File: config.mk
export PLATFORM = sky130hd
export DESIGN_NAME = sula_ctrl
export DESIGN_NICKNAME = d
export VERILOG_FILES = /design/src/sula_pkg.sv /design/src/sula_ctrl.sv
export SDC_FILE = /design/constraint.sdc
export NUM_CORES = 1
export LEC_CHECK = 0
export ABC_AREA = 1
export CELL_PAD_IN_SITES_DETAIL_PLACEMENT = 1
export CELL_PAD_IN_SITES_GLOBAL_PLACEMENT = 1
export CORE_AREA = 2 2 39 41
export CTS_CLUSTER_SIZE = 8
export DETAILED_ROUTE_END_ITERATION = 10
export DIE_AREA = 0 0 41 43
export DONT_BUFFER_PORTS = 1
export PLACE_DENSITY_LB_ADDON = 0.1
export SYNTH_ARGS = -nofsm -noshare
export SYNTH_HDL_FRONTEND = slang
export SYNTH_SLANG_ARGS = --single-unit
File: constraint.sdc
create_clock -name clk -period 2.4 [get_ports clk]
set_input_delay 0.48 -clock clk [delete_from_list [all_inputs] [get_ports clk]]
set_output_delay 0.48 -clock clk [all_outputs]
set_load 0.02 [all_outputs]
File: src/sula_pkg.sv
`timescale 1ns / 1ps

package sula_pkg;

  // Item kinds
  localparam logic [2:0] REQ_MEM_WR  = 3'd0;
  localparam logic [2:0] REQ_PORT_WR = 3'd1;
  localparam logic [2:0] REQ_PORT_RD = 3'd2;
  localparam logic [2:0] REQ_KEY     = 3'd3;
  localparam logic [2:0] REQ_TICK    = 3'd4;
  localparam logic [2:0] REQ_PIXEL   = 3'd5;

  // Display memory geometry
  localparam int          DISP_DEPTH = 6912;
  localparam int          DISP_AW    = 13;
  localparam logic [15:0] DISP_BASE  = 16'h4000;
  localparam logic [2:0]  ATTR_TOP   = 3'b110;   // attribute area starts at offset 0x1800

  // Keyboard and port constants
  localparam logic [4:0] KEY_ROW_IDLE = 5'h1F;
  localparam logic [2:0] KEY_FILL     = 3'b111;  // upper bits of a ULA port read
  localparam logic [7:0] IDLE_READ    = 8'hFF;
  localparam logic [2:0] KEY_BITS     = 3'd5;
  localparam logic [3:0] FLASH_LAST   = 4'd15;

  typedef struct packed {
    logic clr_write;
    logic accept;
    logic rd_bitmap;
    logic rd_attr;
    logic load_item;
    logic load_pixel;
  } ctrl_cmd_t;

  typedef struct packed {
    logic clr_last;
    logic out_free;
    logic req_pixel;
  } ctrl_stat_t;

  // Palette: bit 0 blue, bit 1 red, bit 2 green, bit 3 bright
  function automatic logic [31:0] palette(input logic [3:0] idx);
    logic [7:0] lvl;
    begin
      lvl = idx[3] ? 8'hFF : 8'hD7;
      palette = {8'hFF, (idx[1] ? lvl : 8'h00), (idx[2] ? lvl : 8'h00),
                 (idx[0] ? lvl : 8'h00)};
    end
  endfunction

endpackage

File: src/sula_ctrl.sv
`timescale 1ns / 1ps

module sula_ctrl (
  input  logic                  clk,
  input  logic                  rst,
  input  logic                  req_valid,
  output logic                  req_ready,
  input  sula_pkg::ctrl_stat_t  stat,
  output sula_pkg::ctrl_cmd_t   cmd
);

  localparam logic [1:0] ST_CLEAR  = 2'd0;
  localparam logic [1:0] ST_IDLE   = 2'd1;
  localparam logic [1:0] ST_ATTR   = 2'd2;
  localparam logic [1:0] ST_FINISH = 2'd3;

  logic [1:0] state, state_next;

  always_ff @(posedge clk) begin
    if (rst) begin
      state <= ST_CLEAR;
    end else begin
      state <= state_next;
    end
  end

  always_comb begin
    state_next = state;
    cmd        = '0;
    req_ready  = 1'b0;
    case (state)
      ST_CLEAR: begin
        cmd.clr_write = 1'b1;
        if (stat.clr_last) begin
          state_next = ST_IDLE;
        end
      end
      ST_IDLE: begin
        req_ready  = stat.out_free;
        cmd.accept = req_valid && stat.out_free;
        if (cmd.accept) begin
          if (stat.req_pixel) begin
            cmd.rd_bitmap = 1'b1;
            state_next    = ST_ATTR;
          end else begin
            cmd.load_item = 1'b1;
          end
        end
      end
      ST_ATTR: begin
        cmd.rd_attr = 1'b1;
        state_next  = ST_FINISH;
      end
      ST_FINISH: begin
        if (stat.out_free) begin
          cmd.load_pixel = 1'b1;
          state_next     = ST_IDLE;
        end
      end
      default: begin
        state_next = ST_IDLE;
      end
    endcase
  end

endmodule

==> flow_summary.json, run 1 <==
{
  "yosysWarnings": 0,
  "start_util_pct": 17.4,
  "syn_area_per_cell_um2": 6.32,
  "irDropWorstVdd_mv": 0.367,
  "arrival_ns": 1.50,
  "dr.pass1.iters": 2,
  "p_leak_nw": 0.169,
  "crit_end": "cmd[3]",
  "drtIter0Drc": 1,
  "slowest_stage": "nor3_1",
  "regMostFlops": "state",
  "largest_register_ffs": 2,
  "syn_inst": 38,
  "postCtsSetupBuffers": 0,
  "yosys.area_share.xor_xnor_pct": 0,
  "grt_remaining_overflow": 0,
  "synthArstFlopShare_pct": 0,
  "grt_usage_pct": 7.92,
  "slowest_delay_ns": 0.53,
  "synthTopCellsByCount": "inv_1 (10), nand2_1 (8), nor2_1 (6), ha_1 (5), nand2_2 (5)",
  "antennaDiodeCount": 0,
  "drive_gt1_share_pct": 22.0,
  "yosys-top-cells-area": "ha_1 (26%), dfxtp_1 (17%), inv_1 (16%)",
  "dieArea_mm2": 0.00176,
  "rsz0062_at_grt": "no",
  "ys_ff_latch": 2,
  "synth_most_common_cell": "inv_1",
  "wire_per_inst_um": 9.37,
  "critPathKind": "register to output port",
  "hold_class": "input pin to register",
  "synth_compound_area_share_pct": 0,
  "viasPerCell": 3.86,
  "die_y_um": 43,
  "clock_sinks": 2,
  "cts_resized": 0,
  "r2r_slack_ns": 1.07,
  "synthAdderAreaFrac_pct": 26.0,
  "place.gp.congestion": 0.603,
  "fmax_mhz": 504,
  "nNetsFinal": 54,
  "place_area_um2": 260,
  "cts_root_buffer": "clkbuf_4",
  "muxShareOfSynthArea_pct": 0,
  "critPathMostFrequentCell": "inv_1",
  "start_kind": "register",
  "tns_ns": 0,
  "cts.clk_slew.worst_paths_ns": 0.03,
  "antenna_found_initial": 0,
  "hpwl_um": 454,
  "htree_levels": 1,
  "max-cap-violations": 0,
  "drc_errors": 0,
  "synth_nets": 49,
  "pin_count": 13,
  "reg_top3": "state (2)",
  "drt_wl_total_um": 534,
  "synth_top_family_by_area": "simple AND/OR/NAND/NOR gates",
  "vias": 220,
  "fin_area_um2": 283,
  "postCtsHoldBufs": 0,
  "relSlewSlack_pct": 58.2,
  "synth-seq-area-share_pct": 16.7,
  "reg2reg_depth": 8,
  "netlist_area_um2": 240,
  "startpoint": "state[1]",
  "rows": 14,
  "yosysTopAreaCell": "ha_1",
  "setup_viol": 0,
  "tightest_slew_ns": 0.623,
  "yosysTopAreaCellShare_pct": 26.0,
  "core_mm2": 0.00138,
  "r2r-start": "state[0]",
  "min_period_ns": 1.98,
  "cp.required_ns": 1.92,
  "cts_made_buffers": 3,
  "fin_crit_sh_pct": 82.7,
  "drv_slew": 0,
  "port-buffer-count": 0,
  "drtAntennaViolNets": 0,
  "path_cells": "inv_1 > ha_1 > inv_1 > nor3_1",
  "hold_viol_final": 0,
  "ys_types": 8,
  "power_density_mw_per_mm2": 1230,
  "grt_max_degree": 6,
  "grt_pass1_vias": 232,
  "ys.flop_type": "dfxtp_1",
  "status": "finished clean",
  "fin_skew_ns": 0.00476,
  "crit_fanout": 4,
  "cts.path.max_buffers": 2,
  "clock_latency_ns": 0.23,
  "grt_pass1_wl_um": 876,
  "tritoncts": "built",
  "regToRegEndpoint": "state[0]",
  "synth_simple_gate_area_share_pct": 41.7,
  "synth-edff-count": 0,
  "layout-area-overhead-vs-synth_pct": 17.7,
  "die_w_um": 41,
  "crit_path_end_kind": "output port"
}
==> cell type report <==
| cell class | instances | area [um2] |
|---|---|---|
| Inverter | 10 | 37.5 |
| Fill cell | 187 | 1100 |
| Clock buffer | 3 | 22.5 |
| Tap cell | 16 | 20.0 |
| Sequential cell | 2 | 40.0 |
| Multi-Input combinational cell | 26 | 163 |
==> cells in the final DEF, fill, tap and decap left out <==
master / n
dfxtp_1: 2
clkbuf_4: 3
inv_1: 10
nand2_2: 5
nand2_1: 8
ha_1: 5
nor3_1: 1
nor2_1: 6
nor2_4: 1
==> cell families after synthesis <==
family	Yosys count
simple gates	21
buf+inv	10
fa+ha+maj	5
flops	2
==> metrics by stage <==
stage / power [W] / util, % / setup slack, ns / cells / hold WS [ns]
3_3_place_gp: 0.000275 / 18.8 / 0.657 / 54 / 0.522
3_5_place_dp: 0.000280 / 18.8 / 0.628 / 54 / 0.542
2_1_floorplan: 0.000241 / - / 0.755 / 38 / 0.497
6_report: 0.000348 / 20.4 / 0.416 / 57 / 0.414
4_1_cts: 0.000364 / 20.4 / 0.375 / 57 / 0.410
5_1_grt: 0.000391 / 20.4 / 0.299 / 57 / 0.433
==> how the worst min path moves through the flow <==
stage / start / end / slack, ns / cells past startpoint
finish: rst / state[1] / 0.41 / 3
global route: rst / state[1] / 0.43 / 3
floorplan: state[1] / state[1] / 0.50 / 2
global placement: state[1] / state[1] / 0.52 / 2
detailed placement: state[1] / state[1] / 0.54 / 2
CTS: rst / state[1] / 0.41 / 3
==> per-layer routing <==
metal	wire (um)	track usage, %	share of wire [%]
met2	282	11.3	53
met1	217	8.01	41
met4	14	8.00	2.6
met5	0	0	0
met3	20	3.14	3.7
==> power by group <==
group / internal, W / switching, W / total, W
sequential: 0.0000485 / 0.0000182 / 0.0000667
clock: 0.0000552 / 0.0000207 / 0.0000759
combinational: 0.0000686 / 0.000137 / 0.000205
total: 0.000172 / 0.000175 / 0.000348
==> worst max-delay path: cells and delay by family (launching register included) <==
| family | cells | cell delay [ns] |
|---|---|---|
| buffers and inverters | 2 | 0.19 |
| AND/OR/NAND/NOR | 1 | 0.53 |
| adder cells (fa/ha/maj) | 1 | 0.23 |
| flip-flops | 1 | 0.33 |
Power figures use the tool's default switching activity.
==> inputs of run 2 (changes only) <==
==> constraint.sdc (replaced) <==
create_clock -name clk -period 1.7 [get_ports clk]
set_input_delay 0.34 -clock clk [delete_from_list [all_inputs] [get_ports clk]]
set_output_delay 0.34 -clock clk [all_outputs]
set_load 0.02 [all_outputs]
==> flow_summary.json, run 2 (synthesis results as in run 1) <==
{
  "setup_viol": 0,
  "p_leak_nw": 0.175,
  "reg_top3": "state (2)",
  "dieArea_mm2": 0.00176,
  "power_w": 0.000515,
  "place.gp.congestion": 0.599,
  "viasPerCell": 3.66,
  "final_common_cell": "inv_1",
  "grt_usage_pct": 7.11,
  "postCtsHoldBufs": 0,
  "multi_input_area_um2": 175,
  "grt_pass1_vias": 229,
  "relSlewSlack_pct": 74.6,
  "port-buffer-count": 0,
  "start_util_pct": 17.4,
  "die_w_um": 41,
  "antenna_found_initial": 0,
  "critPathKind": "register to output port",
  "drtAntennaViolNets": 0,
  "max-cap-violations": 0,
  "drv_slew": 0,
  "power_density_mw_per_mm2": 1690,
  "clock_latency_ns": 0.22,
  "drt_wl_total_um": 521,
  "layout-area-overhead-vs-synth_pct": 26.6,
  "regMostFlops": "state",
  "fmax_mhz": 646,
  "rsz0062_at_grt": "no",
  "hold_slack_ns": 0.281,
  "status": "finished clean",
  "arrival_ns": 1.21,
  "hold_viol_final": 0,
  "place_area_um2": 268,
  "drc_errors": 0,
  "drive_gt1_share_pct": 31.0,
  "antennaDiodeCount": 0,
  "hpwl_um": 429,
  "pin_count": 13,
  "hold_class": "input pin to register",
  "cp.required_ns": 1.36,
  "min_period_ns": 1.55,
  "grt_pass1_wl_um": 814,
  "core_mm2": 0.00138,
  "vias": 212,
  "fin_cells": 58,
  "fill_cells": 180,
  "cts.clk_slew.worst_paths_ns": 0.03,
  "cts_root_buffer": "clkbuf_4",
  "cts.path.max_buffers": 2,
  "rows": 14,
  "nNetsFinal": 55,
  "die_y_um": 43,
  "tightest_slew_ns": 0.380,
  "irDropWorstVdd_mv": 0.402,
  "crit_fanout": 4,
  "placed_cells": 55,
  "grt_max_degree": 6,
  "regArea_um2": 41.3,
  "final_cell_mix": "inv_1 (9), nand2_1 (8), nor2_1 (6)",
  "drtIter0Drc": 0,
  "tritoncts": "built",
  "fin_crit_sh_pct": 91.0,
  "clock_sinks": 2,
  "cts_made_buffers": 3,
  "crit_path_end_kind": "output port",
  "tns_ns": 0,
  "fin_skew_ns": 0.00155,
  "fin_area_um2": 304,
  "grt_remaining_overflow": 0,
  "start_kind": "register",
  "largest_register_ffs": 2,
  "wire_per_inst_um": 8.98,
  "htree_levels": 1,
  "postCtsSetupBuffers": 0,
  "dr.pass1.iters": 1
}
-- run 2: stage by stage --
stage / utilization (%) / setup slack (ns)
final: 22.0 / 0.152
after global routing: 22.0 / 0.0249
after CTS: 21.2 / 0.0197
after detailed placement: 19.3 / 0.235
after global placement: 19.3 / 0.264
after floorplan: - / 0.195
-- run 2: cell type report --
cell class / instances / share of cell area, %
Inverter: 10 / 12.3
Multi-Input combinational cell: 26 / 57.6
Sequential cell: 2 / 13.6
Tap cell: 16 / 6.58
Clock buffer: 3 / 7.41
Timing Repair Buffer: 1 / 2.47
-- run 2: where the power goes --
part	leakage (nW)	switching (W)	internal, W	total (W)
clock	0.0138	0.0000256	0.0000777	0.000103
sequential	0.0169	0.0000340	0.0000713	0.000105
combinational	0.144	0.000196	0.000110	0.000306
total	0.175	0.000256	0.000259	0.000515
-- run 2: critical path, stage by stage, from the launching register on --
cell	delay [ns]
dfxtp_1	0.34
inv_2	0.10
ha_4	0.16
inv_1	0.05
nor3_1	0.17
buf_4	0.17
-- run 2: metal layers --
layer	share of wire (%)	track usage (%)
met1	46	7.64
met5	0	0
met4	0	8.00
met2	50	10.0
met3	3.5	1.57
-- run 2: timing repair --
item	in CTS	in global routing
gates resized for setup	1	3
hold endpoints to repair	0	0
endpoints found under the setup margin	1	2
-- run 2: worst paths after layout --
check                               from       end  slack [ns]  depth (start not counted)
worst max-delay path            state[1]    cmd[3]        0.15                          5
worst min-delay path                 rst  state[0]        0.28                          3
worst max register to register  state[1]  state[1]        0.39                          8
worst min register to register  state[0]  state[0]        0.54                          2
